<file path="config.mk">
export PLATFORM = sky130hd
export DESIGN_NAME = ble_adv_data_record_parser_top
export DESIGN_NICKNAME = d
export VERILOG_FILES = /design/src/bleadp_pkg.sv /design/src/bleadp_tag.sv /design/src/ble_adv_data_record_parser_top.sv
export VERILOG_INCLUDE_DIRS = /design/src /design/src/src
export SDC_FILE = /design/constraint.sdc
export NUM_CORES = 1
export LEC_CHECK = 0
export ABC_AREA = 1
export BUFFER_PORTS_ARGS = -buffer_cell sky130_fd_sc_hd__buf_4
export CORE_ASPECT_RATIO = 2
export CORE_MARGIN = 1.5
export CORE_UTILIZATION = 54
export DETAILED_ROUTE_END_ITERATION = 8
export PLACE_DENSITY_LB_ADDON = 0.05
export SYNTH_ARGS = -nofsm -noshare
export SYNTH_HDL_FRONTEND = slang
export SYNTH_SLANG_ARGS = --single-unit
</file>
<file path="constraint.sdc">
create_clock -name clk -period 3.4 [get_ports clk]
set_clock_uncertainty 0.05 [all_clocks]
set_input_delay 1.02 -clock clk [delete_from_list [all_inputs] [get_ports clk]]
set_output_delay 1.02 -clock clk [all_outputs]
set_load 0.01 [all_outputs]
</file>
<file path="src/ble_adv_data_record_parser_top_assert.svh">
// Assertion macros for the advertising data record parser.
`ifndef BLE_ADV_DATA_RECORD_PARSER_TOP_ASSERT_SVH
`define BLE_ADV_DATA_RECORD_PARSER_TOP_ASSERT_SVH

// Same-cycle implication, checked on every rising edge outside reset.
`define BLEADP_ASSERT_SAME(label, ante, cons, msg) \
  label: assert property (@(posedge clk) disable iff (!rst_n) (ante) |-> (cons)) \
    else $error(msg);

// Next-cycle implication, checked on every rising edge outside reset.
`define BLEADP_ASSERT_NEXT(label, ante, cons, msg) \
  label: assert property (@(posedge clk) disable iff (!rst_n) (ante) |=> (cons)) \
    else $error(msg);

`endif

</file>
<file path="src/bleadp_pkg.sv">
// Types and constants shared by the advertising data record parser.
`timescale 1ns / 1ps

package bleadp_pkg;

  typedef enum logic [1:0] {
    PH_LEN   = 2'd0,
    PH_TYPE  = 2'd1,
    PH_VALUE = 2'd2
  } phase_t;

  typedef enum logic [3:0] {
    ROLE_LEN     = 4'd0,
    ROLE_TYPE    = 4'd1,
    ROLE_NAME    = 4'd2,
    ROLE_TXPWR   = 4'd3,
    ROLE_APPEAR  = 4'd4,
    ROLE_FLAGS   = 4'd5,
    ROLE_SUUID   = 4'd6,
    ROLE_MFR     = 4'd7,
    ROLE_SDUUID  = 4'd8,
    ROLE_SDDATA  = 4'd9,
    ROLE_IGNORED = 4'd10
  } role_t;

  // AD type codes.
  localparam logic [7:0] AD_FLAGS     = 8'h01;
  localparam logic [7:0] AD_UUID16_A  = 8'h02;
  localparam logic [7:0] AD_UUID16_B  = 8'h03;
  localparam logic [7:0] AD_UUID32_A  = 8'h04;
  localparam logic [7:0] AD_UUID32_B  = 8'h05;
  localparam logic [7:0] AD_UUID128_A = 8'h06;
  localparam logic [7:0] AD_UUID128_B = 8'h07;
  localparam logic [7:0] AD_NAME      = 8'h09;
  localparam logic [7:0] AD_TXPWR     = 8'h0A;
  localparam logic [7:0] AD_SD16      = 8'h16;
  localparam logic [7:0] AD_APPEAR    = 8'h19;
  localparam logic [7:0] AD_SD32      = 8'h20;
  localparam logic [7:0] AD_SD128     = 8'h21;
  localparam logic [7:0] AD_MFR       = 8'hFF;

  // UUID size codes.
  localparam logic [1:0] UUID_NONE = 2'd0;
  localparam logic [1:0] UUID_16   = 2'd1;
  localparam logic [1:0] UUID_32   = 2'd2;
  localparam logic [1:0] UUID_128  = 2'd3;

  // Presence flag bit positions.
  localparam int unsigned PB_APPEAR  = 0;
  localparam int unsigned PB_MFR     = 1;
  localparam int unsigned PB_NAME    = 2;
  localparam int unsigned PB_SVCDATA = 3;
  localparam int unsigned PB_SVCUUID = 4;
  localparam int unsigned PB_TXPWR   = 5;

  localparam int unsigned PRES_W = 6;

  typedef struct packed {
    phase_t              phase;
    logic [7:0]          bytes_left;
    logic [7:0]          value_pos;
    logic [7:0]          value_len;
    logic [7:0]          cur_type;
    logic [PRES_W-1:0]   presence;
  } parse_state_t;

  typedef struct packed {
    logic [7:0]          byte_value;
    role_t               byte_role;
    logic [7:0]          record_type;
    logic [7:0]          value_offset;
    logic [1:0]          uuid_size_code;
    logic                element_last;
    logic                record_last;
    logic                record_truncated;
    logic [PRES_W-1:0]   presence_flags;
  } tag_result_t;

endpackage

</file>
<file path="src/bleadp_tag.sv">
// Combinational record walker: tags one payload byte and computes the next parse state.
`timescale 1ns / 1ps

module bleadp_tag (
  input  bleadp_pkg::parse_state_t st,
  input  logic [7:0]               pay_byte,
  input  logic                     pay_last,
  output bleadp_pkg::tag_result_t  res,
  output bleadp_pkg::parse_state_t st_nxt
);

  logic [7:0]  len_m1;
  logic [7:0]  left_m1;
  logic [7:0]  list_mask;
  logic [1:0]  list_code;
  logic [7:0]  sd_size;
  logic [1:0]  sd_code;

  assign len_m1  = st.value_len - 8'd1;
  assign left_m1 = st.bytes_left - 8'd1;

  // UUID list geometry: element size minus one, used as a mask since sizes are powers of two.
  always_comb begin
    case (st.cur_type)
      bleadp_pkg::AD_UUID16_A, bleadp_pkg::AD_UUID16_B: begin
        list_mask = 8'd1;
        list_code = bleadp_pkg::UUID_16;
      end
      bleadp_pkg::AD_UUID32_A, bleadp_pkg::AD_UUID32_B: begin
        list_mask = 8'd3;
        list_code = bleadp_pkg::UUID_32;
      end
      default: begin
        list_mask = 8'd15;
        list_code = bleadp_pkg::UUID_128;
      end
    endcase
  end

  // Service data leading UUID size.
  always_comb begin
    case (st.cur_type)
      bleadp_pkg::AD_SD16: begin
        sd_size = 8'd2;
        sd_code = bleadp_pkg::UUID_16;
      end
      bleadp_pkg::AD_SD32: begin
        sd_size = 8'd4;
        sd_code = bleadp_pkg::UUID_32;
      end
      default: begin
        sd_size = 8'd16;
        sd_code = bleadp_pkg::UUID_128;
      end
    endcase
  end

  always_comb begin
    st_nxt = st;
    res.byte_value       = pay_byte;
    res.byte_role        = bleadp_pkg::ROLE_LEN;
    res.record_type      = 8'd0;
    res.value_offset     = 8'd0;
    res.uuid_size_code   = bleadp_pkg::UUID_NONE;
    res.element_last     = 1'b0;
    res.record_last      = 1'b0;
    res.record_truncated = 1'b0;

    case (st.phase)
      bleadp_pkg::PH_TYPE: begin
        res.byte_role     = bleadp_pkg::ROLE_TYPE;
        res.record_type   = pay_byte;
        st_nxt.cur_type   = pay_byte;
        st_nxt.value_pos  = 8'd0;
        st_nxt.bytes_left = st.value_len;
        // Name and manufacturer count as present even with an empty value.
        if (pay_byte == bleadp_pkg::AD_NAME) begin
          st_nxt.presence[bleadp_pkg::PB_NAME] = 1'b1;
        end
        if (pay_byte == bleadp_pkg::AD_MFR) begin
          st_nxt.presence[bleadp_pkg::PB_MFR] = 1'b1;
        end
        if (st.value_len == 8'd0) begin
          res.record_last = 1'b1;
          st_nxt.phase    = bleadp_pkg::PH_LEN;
        end else begin
          st_nxt.phase    = bleadp_pkg::PH_VALUE;
        end
      end

      bleadp_pkg::PH_VALUE: begin
        res.byte_role     = bleadp_pkg::ROLE_IGNORED;
        res.record_type   = st.cur_type;
        res.value_offset  = st.value_pos;
        st_nxt.value_pos  = st.value_pos + 8'd1;
        st_nxt.bytes_left = left_m1;
        if (left_m1 == 8'd0) begin
          res.record_last = 1'b1;
          st_nxt.phase    = bleadp_pkg::PH_LEN;
        end

        case (st.cur_type)
          bleadp_pkg::AD_NAME: begin
            res.byte_role    = bleadp_pkg::ROLE_NAME;
            res.element_last = (st.value_pos == len_m1);
          end
          bleadp_pkg::AD_MFR: begin
            res.byte_role    = bleadp_pkg::ROLE_MFR;
            res.element_last = (st.value_pos == len_m1);
          end
          bleadp_pkg::AD_TXPWR: begin
            if (st.value_pos == 8'd0) begin
              res.byte_role = bleadp_pkg::ROLE_TXPWR;
              st_nxt.presence[bleadp_pkg::PB_TXPWR] = 1'b1;
            end
          end
          bleadp_pkg::AD_FLAGS: begin
            if (st.value_pos == 8'd0) begin
              res.byte_role = bleadp_pkg::ROLE_FLAGS;
            end
          end
          bleadp_pkg::AD_APPEAR: begin
            // A value shorter than two bytes carries no appearance at all.
            if (st.value_len >= 8'd2 && st.value_pos < 8'd2) begin
              res.byte_role    = bleadp_pkg::ROLE_APPEAR;
              res.element_last = (st.value_pos == 8'd1);
              if (st.value_pos == 8'd1) begin
                st_nxt.presence[bleadp_pkg::PB_APPEAR] = 1'b1;
              end
            end
          end
          bleadp_pkg::AD_UUID16_A, bleadp_pkg::AD_UUID16_B,
          bleadp_pkg::AD_UUID32_A, bleadp_pkg::AD_UUID32_B,
          bleadp_pkg::AD_UUID128_A, bleadp_pkg::AD_UUID128_B: begin
            // Only whole UUIDs are tagged; trailing partial bytes stay ignored.
            if (st.value_pos < (st.value_len & ~list_mask)) begin
              res.byte_role      = bleadp_pkg::ROLE_SUUID;
              res.uuid_size_code = list_code;
              res.element_last   = ((st.value_pos & list_mask) == list_mask);
              if ((st.value_pos & list_mask) == list_mask) begin
                st_nxt.presence[bleadp_pkg::PB_SVCUUID] = 1'b1;
              end
            end
          end
          bleadp_pkg::AD_SD16, bleadp_pkg::AD_SD32, bleadp_pkg::AD_SD128: begin
            if (st.value_len >= sd_size) begin
              if (st.value_pos < sd_size) begin
                res.byte_role      = bleadp_pkg::ROLE_SDUUID;
                res.uuid_size_code = sd_code;
                res.element_last   = (st.value_pos == sd_size - 8'd1);
                if (st.value_pos == sd_size - 8'd1) begin
                  st_nxt.presence[bleadp_pkg::PB_SVCDATA] = 1'b1;
                end
              end else begin
                res.byte_role    = bleadp_pkg::ROLE_SDDATA;
                res.element_last = (st.value_pos == len_m1);
              end
            end
          end
          default: begin
            res.byte_role = bleadp_pkg::ROLE_IGNORED;
          end
        endcase
      end

      default: begin
        // Length byte; a zero length is a complete empty record.
        res.byte_role = bleadp_pkg::ROLE_LEN;
        if (pay_byte == 8'd0) begin
          res.record_last = 1'b1;
          st_nxt.phase    = bleadp_pkg::PH_LEN;
        end else begin
          st_nxt.value_len = pay_byte - 8'd1;
          st_nxt.phase     = bleadp_pkg::PH_TYPE;
        end
      end
    endcase

    if (pay_last && st_nxt.phase != bleadp_pkg::PH_LEN) begin
      res.record_truncated = 1'b1;
      res.record_last      = 1'b0;
    end

    res.presence_flags = st_nxt.presence;

    // The end of a payload returns the walker to its start state.
    if (pay_last) begin
      st_nxt.phase      = bleadp_pkg::PH_LEN;
      st_nxt.bytes_left = 8'd0;
      st_nxt.value_pos  = 8'd0;
      st_nxt.value_len  = 8'd0;
      st_nxt.cur_type   = 8'd0;
      st_nxt.presence   = '0;
    end
  end

endmodule

</file>
<file path="src/ble_adv_data_record_parser_top.sv">
// Top level of the advertising data record parser with its stream ports and output skid stage.
// A byte's result is registered in the result register at the edge that accepts it, or in the skid
// register while the result register is stalled. Throughput: one byte per cycle while the skid register
// is empty; the tagger is a single combinational pass on the parse state. A result register plus a skid
// register keep in_tready high while one result waits. Synchronous reset (rst_n low) makes the parser
// expect a length byte and clears presence; the byte flagged by in_tlast also returns it to that start state.
`timescale 1ns / 1ps

`include "ble_adv_data_record_parser_top_assert.svh"

module ble_adv_data_record_parser_top (
  input  logic        clk,
  input  logic        rst_n,
  input  logic        in_tvalid,
  output logic        in_tready,
  input  logic [7:0]  in_tdata,   // [7:0] payload_byte
  input  logic        in_tlast,   // payload_last
  output logic        out_tvalid,
  input  logic        out_tready,
  // [7:0] byte_value, [15:8] record_type, [23:16] value_offset, [25:24] uuid_size_code,
  // [26] element_last, [27] record_truncated, [33:28] presence_flags, [39:34] zero
  output logic [39:0] out_tdata,
  output logic [3:0]  out_tuser,  // [3:0] byte_role
  output logic        out_tlast   // record_last
);

  // Parse state lives here; the tagger works on it combinationally for each accepted byte.
  bleadp_pkg::parse_state_t state_r;
  bleadp_pkg::parse_state_t state_nxt;
  bleadp_pkg::tag_result_t  tag_res;

  // Result register and skid register. The skid holds a result that arrived while the
  // result register was stalled, so the input side gets one extra slot of slack.
  bleadp_pkg::tag_result_t  out_r;
  bleadp_pkg::tag_result_t  skid_r;
  logic                     out_valid_r;
  logic                     skid_valid_r;

  logic in_xfer;
  logic out_xfer;

  bleadp_tag u_tag (
    .st       (state_r),
    .pay_byte (in_tdata),
    .pay_last (in_tlast),
    .res      (tag_res),
    .st_nxt   (state_nxt)
  );

  assign in_tready = !skid_valid_r;
  assign in_xfer   = in_tvalid && in_tready;
  assign out_xfer  = out_valid_r && out_tready;

  always_ff @(posedge clk) begin
    if (!rst_n) begin
      state_r <= '{phase: bleadp_pkg::PH_LEN, bytes_left: 8'd0, value_pos: 8'd0,
                   value_len: 8'd0, cur_type: 8'd0, presence: '0};
    end else if (in_xfer) begin
      state_r <= state_nxt;
    end
  end

  // Output flow control. When the skid is full the input is stalled, so only a pop
  // can happen, and it moves the skid entry forward.
  always_ff @(posedge clk) begin
    if (!rst_n) begin
      out_valid_r  <= 1'b0;
      skid_valid_r <= 1'b0;
    end else if (skid_valid_r) begin
      if (out_xfer) begin
        skid_valid_r <= 1'b0;
      end
    end else if (in_xfer) begin
      if (out_valid_r && !out_tready) begin
        skid_valid_r <= 1'b1;
      end else begin
        out_valid_r  <= 1'b1;
      end
    end else if (out_xfer) begin
      out_valid_r <= 1'b0;
    end
  end

  // Payload registers carry no reset.
  always_ff @(posedge clk) begin
    if (skid_valid_r) begin
      if (out_xfer) begin
        out_r <= skid_r;
      end
    end else if (in_xfer) begin
      if (out_valid_r && !out_tready) begin
        skid_r <= tag_res;
      end else begin
        out_r  <= tag_res;
      end
    end
  end

  assign out_tvalid = out_valid_r;
  assign out_tdata  = {6'd0, out_r.presence_flags, out_r.record_truncated,
                       out_r.element_last, out_r.uuid_size_code, out_r.value_offset,
                       out_r.record_type, out_r.byte_value};
  assign out_tuser  = out_r.byte_role;
  assign out_tlast  = out_r.record_last;

  // The skid only fills behind an occupied result register.
  `BLEADP_ASSERT_SAME(a_skid_behind_out, skid_valid_r, out_valid_r, "skid full with empty output")

  // The final byte of a payload leaves the walker at its start state.
  `BLEADP_ASSERT_NEXT(a_last_resets, in_xfer && in_tlast,
    state_r.phase == bleadp_pkg::PH_LEN && state_r.presence == '0,
    "parser not back at start after payload end")

  // A truncated record never reports its end.
  `BLEADP_ASSERT_SAME(a_trunc_not_last, out_valid_r && out_r.record_truncated,
    !out_r.record_last, "truncated record marked complete")

  // A UUID size code only accompanies UUID bytes.
  `BLEADP_ASSERT_SAME(a_uuid_code_role,
    out_valid_r && out_r.uuid_size_code != bleadp_pkg::UUID_NONE,
    out_r.byte_role == bleadp_pkg::ROLE_SUUID || out_r.byte_role == bleadp_pkg::ROLE_SDUUID,
    "uuid size code on a non-uuid byte")

endmodule
</file>
==> results.txt, run 1 <==
The run finished with clean final reports. The count of buffers inserted at the top-level ports came out at 53. The area added between synthesis and finish is 16.9%. The horizontal extent of the die came out at 80.9 µm. The number of slew-limit violations in the final report came out at 0.

The multi-input combinational cells in the finished layout cover a total of 2820 µm². The transition at the pin with the smallest max-transition slack is 0.576 ns. Timing would allow up to 350 MHz. The relative slew slack came out at 0.616. The worst hold slack across all endpoints is 0.424 ns. The register clock-pin slew on the reported worst setup and hold paths is 0.06 ns. The number of hold-repair buffers added at the cts stage came out at 0. The remaining global-route overflow came out at 0. The first-pass detailed-route iteration total is 5. STA classifies the critical path endpoint as a flip-flop. Entering global routing, the biggest net connects 66 pins. The count of nets after finishing came out at 883. After routing, the total negative slack on setup checks comes to 0 ns.

The data arrival time of the critical path came out at 2.96 ns. For this run, the total global-route usage over all layers was measured as 0.283. The core region is 11800 µm². The number of distinct library cells after synthesis is 49. Summed over all instances, the cell type with the most area after synthesis is sky130_fd_sc_hd__edfxtp_1. The number of sinks driven by the clock tree is 120.

60 I/O pins were placed. The buffer type at the clock tree root is sky130_fd_sc_hd__clkbuf_16. The total detailed-routing wirelength came out at 17.3 mm. The sequential standard cell area is 3180 µm².

The number of diodes is 0. Routability-driven placement finished with a final weighted congestion of 1.02. The fraction of the yosys area taken by sequential cells is 0.485.

The detailed route wirelength on metal2 came out at 9.08 mm. Detailed placement ended at an HPWL of 13.1 mm. The starting density of the core is 0.557. The clock insertion delay at the later pin of the skew report is 0.41 ns.

The antenna violation net count after detailed routing came out at 0. The global-route wire length before repair is 27.2 mm. After synthesis, the cell types taking the most area are sky130_fd_sc_hd__edfxtp_1, sky130_fd_sc_hd__dfxtp_1, sky130_fd_sc_hd__nand2_1, sky130_fd_sc_hd__inv_1, sky130_fd_sc_hd__ha_1.

The initial antenna violation count was 0. The via count of the first global-routing pass came out at 5307. After clock tree synthesis, the setup repair step added 0 buffers. The number of flip-flops and latches in the synthesized netlist came out at 120. The number of endpoints with negative hold slack in the final report is 0. The leakage power total is 3.31 nW.

The count of warnings emitted by yosys is 0. The synthesized instance count is 788. The worst setup margin came out at 0.543 ns. The worst setup path is launched from a flip-flop. In the final routed layout, each cell accounts on average for 17.2 µm.

The most instantiated library cell after synthesis is sky130_fd_sc_hd__nand2_1. The detailed router used layers up to and including met4. The average via count per standard cell came out at 5.52. The setup-violating endpoint count in the final report came out at 0.

For the worst setup path, the data required time is 3.51 ns. Once layout is complete, the utilization of the core stands at 0.651. IR analysis of the VDD net gives a maximum drop of 0.000433 V. Counting I/O delays and the setup requirement, the final critical path takes 2.86 ns. The H-tree generated during clock tree synthesis spans 4 levels.

The wire length on met1 came out at 6.49 mm. The fraction of layout instances using a drive strength above 1 came out at 0.175. The commonest register cell after synthesis is sky130_fd_sc_hd__edfxtp_1. The number of filler instances in the final layout is 1023.

The average footprint of a synthesized cell came out at 8.32 µm². The die height is 159 µm. Prior to clock tree synthesis, the placed netlist has a worst setup slack of 0.501 ns.

For this run, asynchronously set or reset flops after synthesis account for 0. The die outline area is 12900 µm². The top-area cell type share of the netlist area came out at 0.357.

TritonCTS built the clock tree. The number of enable flip-flop cells after synthesis is 78. For this design the ratio of total power to cell area is 493 nW/µm².

Along the worst path, the maximum fanout reaches 5. Row generation in the floorplan step produced 56 rows. The number of vias after detailed routing is 5525. The summed instance area of the synthesized netlist came out at 6560 µm². The routed design uses 688 µm of met3 wire. The max-capacitance violation count is 0.

The maximum buffer depth of the clock tree came out at 2. Ranked by instance count, the synthesized netlist is headed by sky130_fd_sc_hd__nand2_1, sky130_fd_sc_hd__inv_1, sky130_fd_sc_hd__edfxtp_1. The number of buffers added by the clock tree synthesis step is 17. For this run, design rule violations remaining after detail routing come to 0. The worst hold path belongs to the class reg2reg. Setup repair after global routing left no endpoint under its margin. The number of design-rule violations left by the first detailed-router iteration is 326. Of the available clock period, the critical path in the final layout requires 0.840.

The critical path is of the reg2reg type. The cell area after layout is 7670 µm². The placed instance area is 7070 µm². The number of gates given a new drive strength after cts came out at 0.
## sequential cells by signal, indices dropped and copies added (netlist names)
name,flops
out_tlast,1
skid_valid_r,1
state_r,40
out_tuser,4
out_tdata,34
skid_r,39
out_tvalid,1
## through the flow
| stage | cells | total power [W] |
|---|---|---|
| 2_1_floorplan | 793 | 0.00188 |
| 3_3_place_gp | 969 | 0.00201 |
| 3_5_place_dp | 969 | 0.00202 |
| 4_1_cts | 1001 | 0.00380 |
| 5_1_grt | 1001 | 0.00391 |
| 6_report | 1001 | 0.00378 |
## power breakdown
part | switching [W] | leakage, nW | internal, W | total (W)
Combinational | 0.000236 | 1.91 | 0.000119 | 0.000355
Clock | 0.000694 | 0.283 | 0.00110 | 0.00179
Sequential | 0.0000329 | 1.11 | 0.00161 | 0.00164
Total | 0.000963 | 3.31 | 0.00282 | 0.00378
## worst max-delay path, cell delays in order (launching register included)
cell	delay (ns)
sky130_fd_sc_hd__dfxtp_1	0.37
sky130_fd_sc_hd__nor2_4	0.17
sky130_fd_sc_hd__nand3_1	0.15
sky130_fd_sc_hd__inv_1	0.08
sky130_fd_sc_hd__nand3_1	0.12
sky130_fd_sc_hd__ha_1	0.26
sky130_fd_sc_hd__inv_1	0.13
sky130_fd_sc_hd__nand2_1	0.09
sky130_fd_sc_hd__ha_1	0.29
sky130_fd_sc_hd__nand3b_1	0.09
sky130_fd_sc_hd__nand2_1	0.05
sky130_fd_sc_hd__nand2_1	0.06
sky130_fd_sc_hd__nand3_2	0.11
sky130_fd_sc_hd__nand2_1	0.13
sky130_fd_sc_hd__inv_1	0.05
sky130_fd_sc_hd__nand4_1	0.07
sky130_fd_sc_hd__nand2_1	0.05
sky130_fd_sc_hd__nand2_1	0.06
sky130_fd_sc_hd__nand3_1	0.06
sky130_fd_sc_hd__nand2_1	0.10
sky130_fd_sc_hd__a21oi_2	0.05
## cell families after synthesis
family          Yosys count  share of synthesized area
compound gates          130                      0.124
xor+xnor                 13                     0.0174
simple gates            353                      0.234
fa+ha+maj                27                     0.0515
buf+inv                 144                     0.0880
other cells               1                   0.000572
flops                   120                      0.485
## area by class of cell
| cell class | count | share of cell area |
|---|---|---|
| Sequential cell | 120 | 0.415 |
| Inverter | 115 | 0.0566 |
| Clock inverter | 15 | 0.0217 |
| Multi-Input combinational cell | 529 | 0.368 |
| Tap cell | 145 | 0.0237 |
| Clock buffer | 17 | 0.0555 |
| Timing Repair Buffer | 60 | 0.0588 |
## layer usage
layer	vias to the layer above	global-route usage
li1	2695	-
met1	2578	0.311
met2	187	0.495
met3	65	0.0437
met4	0	0.164
met5	-	0
## cells in the final DEF (no fill, tap or decap), types with 6 or more instances in the layout
master                      count
sky130_fd_sc_hd__inv_1         94
sky130_fd_sc_hd__nand4_1       14
sky130_fd_sc_hd__buf_4         60
sky130_fd_sc_hd__conb_1         6
sky130_fd_sc_hd__ha_1          27
sky130_fd_sc_hd__nand2_1      212
sky130_fd_sc_hd__dfxtp_1       41
sky130_fd_sc_hd__o21ai_2        9
sky130_fd_sc_hd__o21ai_1       14
sky130_fd_sc_hd__inv_2         20
sky130_fd_sc_hd__xor2_1        10
sky130_fd_sc_hd__edfxtp_1      78
sky130_fd_sc_hd__a21oi_1       42
sky130_fd_sc_hd__nor2_1        63
sky130_fd_sc_hd__nand3_1       33
sky130_fd_sc_hd__o32ai_1        6
sky130_fd_sc_hd__clkbuf_16     17
sky130_fd_sc_hd__a211oi_1       7
sky130_fd_sc_hd__o21ai_0       33
## worst paths after layout
kind                             from                      end  slack (ns)  cells past startpoint
max reg2reg  state_r[13]$_SDFFE_PN0P_  out_tdata[26]$_DFFE_PP_        0.54                     20
max          state_r[13]$_SDFFE_PN0P_  out_tdata[26]$_DFFE_PP_        0.54                     20
min           state_r[3]$_SDFFE_PN0P_  state_r[3]$_SDFFE_PN0P_        0.42                      2
min reg2reg   state_r[3]$_SDFFE_PN0P_  state_r[3]$_SDFFE_PN0P_        0.42                      2
Power figures use the tool's default switching activity.
==> run 2, diff against run 1 <==
ABC_AREA = 0   (was 1)
clock period = 2.5 ns   (was 3.4 ns; I/O delays follow)
==> run 2 against run 1 <==
  * The flow now finishes with violations (negative setup slack)
  * Sequential share of layout area shrank 3.8 points
  * Die area shrank 3.4%
  * Clock-buffer cell count is the same
  * Clock power grew 41%
==> results.txt, run 2 <==
The buffer type at the clock tree root was sky130_fd_sc_hd__clkbuf_16 (unchanged). The summed instance area of the synthesized netlist is 6330 µm² (was 6560 µm²). The number of flip-flops in the largest register is 40 (unchanged). The area added between synthesis and finish came out at 33.4% (was 16.9%). The cell with the largest stage delay on the worst path is sky130_fd_sc_hd__or4_4 (was sky130_fd_sc_hd__dfxtp_1). The total global-route track usage came out at 0.303 (was 0.283). The most flop-heavy register is state_r (unchanged).

The die height came to 156 µm (was 159 µm). The reg-to-reg endpoint is out_tdata[26]$_DFFE_PP_ (unchanged). The worst setup margin is -1.04 ns (was 0.543 ns). The switching share of power was 0.258 (was 0.255). The required arrival time at the worst endpoint is 2.69 ns (was 3.51 ns).

The number of DRC violations after detailed routing came to 0 (unchanged). The placed instance area is 7520 µm² (was 7070 µm²). The data arrival time of the critical path came out at 3.73 ns (was 2.96 ns). The total detailed-routing wirelength is 18.1 mm (was 17.3 mm). The synthesized instance count is 613 (was 788).

The number of cells on the worst hold path came to 1 (was 2). The maximum vdd ir drop was 0.000608 V (was 0.000433 V). The number of slew-limit violations in the final report came to 0 (unchanged). The transition at the pin with the smallest max-transition slack is 0.663 ns (was 0.576 ns). The critical path capture point type is a flip-flop (unchanged). The critical path buffer and inverter count came out at 0 (was 3). The top-area cell type share of the netlist area came out at 0.370 (was 0.357). The top cell family by delay on the critical path is simple AND/OR/NAND/NOR gates (unchanged). The fraction of the yosys area taken by sequential cells was 0.503 (was 0.485). The placed wire-length estimate was 13.1 mm (about the same).

The register clock-pin slew on the reported worst setup and hold paths came to 0.06 ns (about the same). The met2 usage in global routing came to 0.540 (was 0.495). The met1 usage came out at 0.324 (was 0.311). The total power per unit cell area came out at 633 nW/µm² (was 493 nW/µm²).

The H-tree level count came out at 4 (unchanged). The portion of total power attributed to combinational logic came out at 0.112 (was 0.094). The critical path's largest stage delay is 0.58 ns (was 0.37 ns). The final routed wire length divided by cell count is 20.0 µm (was 17.2 µm). The leakage power total came to 3.36 nW (was 3.31 nW).

The most instantiated library cell after synthesis is sky130_fd_sc_hd__edfxtp_1 (was sky130_fd_sc_hd__nand2_1). The count of warnings emitted by yosys was 0 (unchanged). The power share of the clock group is 0.471 (was 0.473). The initial antenna violation count came out at 0 (unchanged). The number of endpoints with negative hold slack in the final report came out at 0 (unchanged).

The clock tree from TritonCTS is yes (unchanged). The number of enable flip-flop cells after synthesis is 78 (unchanged). The average footprint of a synthesized cell is 10.3 µm² (was 8.32 µm²).

The max-capacitance violation count came out at 0 (unchanged). The proportion of register bits with asynchronous set or reset after synthesis is 0 (unchanged). Cell types occupying the most area after synthesis: sky130_fd_sc_hd__edfxtp_1, sky130_fd_sc_hd__dfxtp_1, sky130_fd_sc_hd__ha_1, sky130_fd_sc_hd__mux2_2, sky130_fd_sc_hd__nor2_1 (was sky130_fd_sc_hd__edfxtp_1, sky130_fd_sc_hd__dfxtp_1, sky130_fd_sc_hd__nand2_1, sky130_fd_sc_hd__inv_1, sky130_fd_sc_hd__ha_1). The area of the core is 11400 µm² (was 11800 µm²). The fmax is 283 MHz (was 350 MHz). The type of the most critical hold path was reg2reg (unchanged). The first-pass detailed-route iteration total is 5 (unchanged). The number of stages on the worst setup path came out at 10 (was 20). The row count was 55 (was 56). The maximum buffer depth of the clock tree came out at 2 (unchanged).

The switching power is 0.00138 W (was 0.000963 W). The antenna violation net count after detailed routing is 0 (unchanged). The cell area after layout is 8440 µm² (was 7670 µm²).

The fraction of layout instances using a drive strength above 1 came out at 0.350 (was 0.175). Most common library cells after synthesis: sky130_fd_sc_hd__edfxtp_1, sky130_fd_sc_hd__nor2_1, sky130_fd_sc_hd__dfxtp_1 (was sky130_fd_sc_hd__nand2_1, sky130_fd_sc_hd__inv_1, sky130_fd_sc_hd__edfxtp_1). Commonest non-fill, non-tap cells in the layout: sky130_fd_sc_hd__buf_4, sky130_fd_sc_hd__edfxtp_1, sky130_fd_sc_hd__nor2_1 (was sky130_fd_sc_hd__nand2_1, sky130_fd_sc_hd__inv_1, sky130_fd_sc_hd__edfxtp_1).

The placer's final routability congestion estimate came out at 1.00 (was 1.02). The number of flip-flops and latches in the synthesized netlist came out at 120 (unchanged). The number of diodes is 0 (unchanged).

The worst hold path startpoint was state_r[4]$_SDFFE_PN0P_ (was state_r[3]$_SDFFE_PN0P_). The sequential power share is 0.417 (was 0.433). The number of buffers added by the clock tree synthesis step is 17 (unchanged).

The remaining global-route overflow came out at 0 (unchanged). The startpoint type of the worst setup path is a flip-flop (unchanged). The maximum fanout encountered on the critical timing path is 4 (was 5). The checks that failed: negative setup slack.

The starting density of the core is 0.557 (about the same). Outcome: finished, violations left (was completed). The average via count per standard cell came out at 6.02 (was 5.52). The shortest clock period the worst path allows after layout is 3.54 ns (was 2.86 ns). The number of primary I/O pins came out at 60 (unchanged). The horizontal extent of the die is 79.6 µm (was 80.9 µm). The die outline area came to 12400 µm² (was 12900 µm²). The via count of the first global-routing pass is 5484 (was 5307). The design internal power came to 0.00397 W (was 0.00282 W). The fraction of the cycle the final worst path needs came out at 1.41 (was 0.840). The clock insertion delay at the later pin of the skew report is 0.42 ns (was 0.41 ns). The number of filler instances in the final layout is 823 (was 1023). The number of design-rule violations left by the first detailed-router iteration came out at 409 (was 326). The relative slew slack is 0.558 (was 0.616). The critical path class is reg2reg (unchanged). The utilization after layout was 0.743 (was 0.651).

The end of the worst hold path is state_r[4]$_SDFFE_PN0P_ (was state_r[3]$_SDFFE_PN0P_). The count of buffers inserted at the top-level ports came out at 53 (unchanged). The worst hold slack across all endpoints is 0.465 ns (was 0.424 ns). The leading cell type in the layout, fill and taps excluded is sky130_fd_sc_hd__buf_4 (was sky130_fd_sc_hd__nand2_1). The number of cells on the worst reg-to-reg path came to 10 (was 20). The source of the worst register-to-register timing path is state_r[12]$_SDFFE_PN0P_ (was state_r[13]$_SDFFE_PN0P_). The flop-to-flop setup slack is -1.04 ns (was 0.54 ns). The leading area contributor after synthesis is sky130_fd_sc_hd__edfxtp_1 (unchanged). The count of nets after finishing is 788 (was 883). The setup-violating endpoint count in the final report came out at 20 (was 0). The number of vias after detailed routing is 5436 (was 5525).

The number of distinct library cells after synthesis came out at 66 (was 49). The commonest register cell after synthesis is sky130_fd_sc_hd__edfxtp_1 (unchanged). Setup repair after global routing missed its margin: true (was false).

The met3 demand-to-capacity share in global routing came out at 0.0398 (was 0.0437). The global-route wire length before repair is 28.1 mm (was 27.2 mm). List of cells traversed by the critical path: or4_4 > nor4b_4 > o21ai_1 > ha_2 > or4b_4 > or4_4 > a21oi_4 > nor4b_4 > a311oi_2 > o31ai_1 (was nor2_4 > nand3_1 > inv_1 > nand3_1 > ha_1 > inv_1 > nand2_1 > ha_1 > nand3b_1 > nand2_1 > nand2_1 > nand3_2 > nand2_1 > inv_1 > nand4_1 > nand2_1 > nand2_1 > nand3_1 > nand2_1 > a21oi_2).

The number of hold-repair buffers added at the cts stage is 0 (unchanged). The most used routing layer in global routing is met2 (unchanged). The maximum number of pins on one net before global-route repair came out at 40 (was 66). The number of sinks driven by the clock tree was 120 (unchanged).
run 2: cell types whose count changed after synthesis, moves of 12 or more:
| cell | delta |
|---|---|
| sky130_fd_sc_hd__clkbuf_1 | +16 |
| sky130_fd_sc_hd__a22oi_1 | +21 |
| sky130_fd_sc_hd__inv_2 | -20 |
| sky130_fd_sc_hd__nand2_1 | -171 |
| sky130_fd_sc_hd__nor3_1 | +16 |
| sky130_fd_sc_hd__nand3_1 | -24 |
| sky130_fd_sc_hd__o21ai_1 | -12 |
| sky130_fd_sc_hd__and2_1 | +12 |
| sky130_fd_sc_hd__o31ai_1 | +13 |
| sky130_fd_sc_hd__inv_1 | -69 |
| sky130_fd_sc_hd__mux2_2 | +26 |
run 2: stage by stage:
step	TNS [ns]	setup slack, ns	instances	power (W)
2_1_floorplan	-13.15	-0.994	618	0.00258
3_3_place_gp	-16.91	-1.07	859	0.00282
3_5_place_dp	-18.84	-1.18	859	0.00283
4_1_cts	-15.69	-1.01	902	0.00535
5_1_grt	-17.19	-1.16	903	0.00549
6_report	-15.54	-1.04	903	0.00534
run 2: worst max path at each step:
stage	from	endpoint	slack, ns
2_1_floorplan	state_r[12]$_SDFFE_PN0P_	out_tuser[3]$_DFFE_PP_	-0.99
5_1_grt	state_r[12]$_SDFFE_PN0P_	out_tdata[26]$_DFFE_PP_	-1.16
4_1_cts	state_r[13]$_SDFFE_PN0P_	out_tdata[24]$_DFFE_PP_	-1.01
3_5_place_dp	state_r[12]$_SDFFE_PN0P_	out_tdata[26]$_DFFE_PP_	-1.18
6_report	state_r[12]$_SDFFE_PN0P_	out_tdata[26]$_DFFE_PP_	-1.04
3_3_place_gp	state_r[12]$_SDFFE_PN0P_	out_tuser[3]$_DFFE_PP_	-1.07
run 2: cell type report:
type / instances / area [µm²] / area share
inverter: 27 / 104 / 0.0123
multi-input combinational: 430 / 3180 / 0.377
clock inverter: 15 / 180 / 0.0213
timing repair buffer: 152 / 1180 / 0.140
sequential: 120 / 3190 / 0.378
clock buffer: 17 / 425 / 0.0504
tap: 142 / 178 / 0.0211
run 2: power by group through the flow:
| stage | Combinational (W) | Clock, W | Sequential (W) |
|---|---|---|---|
| 5_1_grt | 0.000641 | 0.00262 | 0.00223 |
| 6_report | 0.000596 | 0.00252 | 0.00223 |
| 3_3_place_gp | 0.000555 | 0 | 0.00227 |
| 2_1_floorplan | 0.000286 | 0 | 0.00229 |
| 4_1_cts | 0.000585 | 0.00254 | 0.00223 |
| 3_5_place_dp | 0.000566 | 0 | 0.00227 |
run 2: metal layers:
layer  vias up  wire length (µm)
met1      2639              6610
met5         -                 0
met4         0              1080
met3        75               698
met2       201              9700
li1       2521                 -
run 2: cells by family (layout without fill, tap and decap cells):
kind of cell,count (synthesis),in the layout,synth area share
mux,27,27,0.0480
fa+ha+maj,27,27,0.0534
compound gates,144,144,0.152
flops,120,120,0.503
buf+inv,68,211,0.0441
simple gates,200,200,0.163
other cells,1,6,0.000593
xor+xnor,26,26,0.0360
run 2: repair_timing:
item                       in CTS  in global routing
setup endpoints to repair      20                 23
pin swaps                      11                 20
gates resized for setup        35                 16
setup buffers                  11                  2
==> run 3, diff against run 2 <==
RECOVER_POWER = 50   (was not set)
SLEW_MARGIN = 20   (was not set)
==> run 3 against run 2 <==
  * Largest power group unchanged
  * Sequential power about the same
  * Non-clock buffer count unchanged
  * Clock-buffer cell count unchanged
  * Highest routed layer unchanged
  * Critical path type unchanged
  * Register-to-register slack about the same
  * Fmax up 0.22%
  * The run still ends with negative setup slack left
  * Routed wire length up 0.48%
  * Design area down 2.4%
  * Cell count unchanged
  * Critical path depth unchanged
==> results.txt, run 3 (synthesized netlist as in run 2, its figures left out) <==
The area added between synthesis and finish came to 30.1% (was 33.4%). The clock insertion delay at the later pin of the skew report was 0.42 ns (about the same). The worst setup slack before clock tree synthesis is -1.18 ns (unchanged). The setup-violating endpoint count in the final report came out at 30 (was 20). The critical path class is reg2reg (unchanged).

The shortest clock period the worst path allows after layout came out at 3.53 ns (was 3.54 ns). The buffer type at the clock tree root was sky130_fd_sc_hd__clkbuf_16 (unchanged). The transition at the pin with the smallest max-transition slack is 1.12 ns (was 0.663 ns). The count of buffers inserted at the top-level ports came out at 53 (unchanged). The number of slew-limit violations in the final report came out at 0 (unchanged). The maximum vdd ir drop is 0.000606 V (was 0.000608 V). The number of sinks driven by the clock tree is 120 (unchanged). The maximum fanout encountered on the critical timing path is 4 (unchanged). The post-route setup TNS came to -16.05 ns (was -15.54 ns). The remaining global-route overflow is 0 (unchanged).

The portion of total power attributed to combinational logic is 0.104 (was 0.112). The leakage power total is 3.17 nW (was 3.36 nW). The relative slew slack came out at 0.252 (was 0.558). The placed wire-length estimate is 13.1 mm (unchanged). The number of design-rule violations left by the first detailed-router iteration is 406 (was 409).

The critical path capture point type is a flip-flop (unchanged). The row count is 55 (unchanged). The data arrival time of the critical path is 3.72 ns (was 3.73 ns). The die height is 156 µm (unchanged). The number of hold-repair buffers added at the cts stage came out at 0 (unchanged). The clock tree from TritonCTS is yes (unchanged). Violations in the final reports: negative setup slack (unchanged). The number of DRC violations after detailed routing is 0 (unchanged).

The startpoint type of the worst setup path is a flip-flop (unchanged). The via count of the first global-routing pass came out at 5484 (unchanged). Outcome: finished, violations left (unchanged). The number of cells on the worst reg-to-reg path is 10 (unchanged).

The register clock-pin slew on the reported worst setup and hold paths is 0.06 ns (about the same). The total global-route track usage is 0.303 (unchanged). The initial antenna violation count came out at 0 (unchanged). The number of cells on the worst hold path is 1 (unchanged). The total detailed-routing wirelength was 18.2 mm (was 18.1 mm). The maximum buffer depth of the clock tree came out at 2 (unchanged). The number of vias after detailed routing is 5450 (was 5436). Commonest non-fill, non-tap cells in the layout: sky130_fd_sc_hd__buf_4, sky130_fd_sc_hd__edfxtp_1, sky130_fd_sc_hd__nor2_1 (unchanged). The worst setup margin came out at -1.03 ns (was -1.04 ns). The maximum number of pins on one net before global-route repair is 40 (unchanged).

The switching share of power came to 0.260 (was 0.258). The power share of the clock group was 0.476 (was 0.471). The sequential power share came out at 0.420 (was 0.417).

The most flop-heavy register is state_r (unchanged). The number of buffers added by the clock tree synthesis step came out at 17 (unchanged). The global-route wire length before repair was 28.1 mm (unchanged).

The total power per unit cell area came to 643 nW/µm² (was 633 nW/µm²). The fraction of layout instances using a drive strength above 1 was 0.284 (was 0.350). The first-pass detailed-route iteration total came out at 6 (was 5). The max-capacitance violation count is 0 (unchanged). The number of primary I/O pins is 60 (unchanged). The horizontal extent of the die came out at 79.6 µm (unchanged).

The fmax is 283 MHz (about the same). The antenna violation net count after detailed routing came out at 0 (unchanged). The design internal power was 0.00392 W (was 0.00397 W).

The starting density of the core is 0.557 (unchanged). The number of flip-flops in the largest register was 40 (unchanged). The die outline area came out at 12400 µm² (unchanged). The number of endpoints with negative hold slack in the final report came out at 0 (unchanged). The number of diodes is 0 (unchanged).

The switching power came out at 0.00138 W (about the same). The type of the most critical hold path is reg2reg (unchanged). The fraction of the cycle the final worst path needs came to 1.41 (about the same). The required arrival time at the worst endpoint is 2.69 ns (about the same). The final routed wire length divided by cell count is 20.1 µm (was 20.0 µm).

The leading cell type in the layout, fill and taps excluded is sky130_fd_sc_hd__buf_4 (unchanged). The area of the core came out at 11400 µm² (unchanged). The average via count per standard cell came out at 6.04 (was 6.02). Setup repair after global routing missed its margin: true (unchanged). The H-tree level count is 4 (unchanged).

The worst hold slack across all endpoints came out at 0.469 ns (was 0.465 ns). The placer's final routability congestion estimate is 1.00 (unchanged). The count of nets after finishing came out at 788 (unchanged).
==> run 3: worst max-delay path, stage by stage, from the launching register on <==
cell                       delay (ns)
sky130_fd_sc_hd__dfxtp_2         0.31
sky130_fd_sc_hd__or4_4           0.58
sky130_fd_sc_hd__nor4b_4         0.32
sky130_fd_sc_hd__o21ai_1         0.12
sky130_fd_sc_hd__ha_2            0.19
sky130_fd_sc_hd__or4b_4          0.46
sky130_fd_sc_hd__or4_4           0.50
sky130_fd_sc_hd__a21oi_4         0.20
sky130_fd_sc_hd__nor4b_4         0.25
sky130_fd_sc_hd__a311oi_2        0.09
sky130_fd_sc_hd__o31ai_1         0.27
==> run 3: timing repair <==
item                                    in CTS  in global routing
gates cloned                                 0                  0
setup buffers                               11                  2
pin swaps                                   11                 20
resized for setup                           35                 16
endpoints found under the setup margin      20                 23
==> run 3: path summary, 6_finish.rpt <==
| path | from | slack, ns | end |
|---|---|---|---|
| worst max register to register | state_r[12]$_SDFFE_PN0P_ | -1.03 | out_tdata[26]$_DFFE_PP_ |
| worst min-delay path | state_r[4]$_SDFFE_PN0P_ | 0.47 | state_r[4]$_SDFFE_PN0P_ |
| worst max-delay path | state_r[12]$_SDFFE_PN0P_ | -1.03 | out_tdata[26]$_DFFE_PP_ |
| worst min register to register | state_r[4]$_SDFFE_PN0P_ | 0.47 | state_r[4]$_SDFFE_PN0P_ |
==> run 3: power groups by stage <==
stage / combinational, W / clock, W / sequential [W]
3_3_place_gp: 0.000555 / 0 / 0.00227
6_report: 0.000551 / 0.00252 / 0.00223
3_5_place_dp: 0.000566 / 0 / 0.00227
2_1_floorplan: 0.000286 / 0 / 0.00229
5_1_grt: 0.000593 / 0.00262 / 0.00223
4_1_cts: 0.000585 / 0.00254 / 0.00223
==> run 3: through the flow <==
stage | cell area [µm²] | instances | total power [W] | utilization
2_1_floorplan | 6460 | 618 | 0.00258 | -
3_3_place_gp | 7520 | 859 | 0.00282 | 0.662
3_5_place_dp | 7520 | 859 | 0.00283 | 0.662
4_1_cts | 8380 | 902 | 0.00535 | 0.738
5_1_grt | 8230 | 903 | 0.00544 | 0.725
6_report | 8230 | 903 | 0.00530 | 0.725
==> run 3: area by class of cell <==
type / instances / area, µm²
timing repair buffer: 152 / 980
clock inverter: 15 / 180
fill: 855 / 3120
tap: 142 / 178
multi-input combinational: 430 / 3180
inverter: 27 / 104
sequential: 120 / 3190
clock buffer: 17 / 425
==> run 3: layer usage <==
layer / GRT usage / routed length (µm) / up-vias
met4: 0.200 / 1020 / 0
met5: 0 / 0 / -
li1: - / - / 2527
met2: 0.540 / 9670 / 214
met3: 0.0398 / 834 / 76
met1: 0.324 / 6650 / 2633
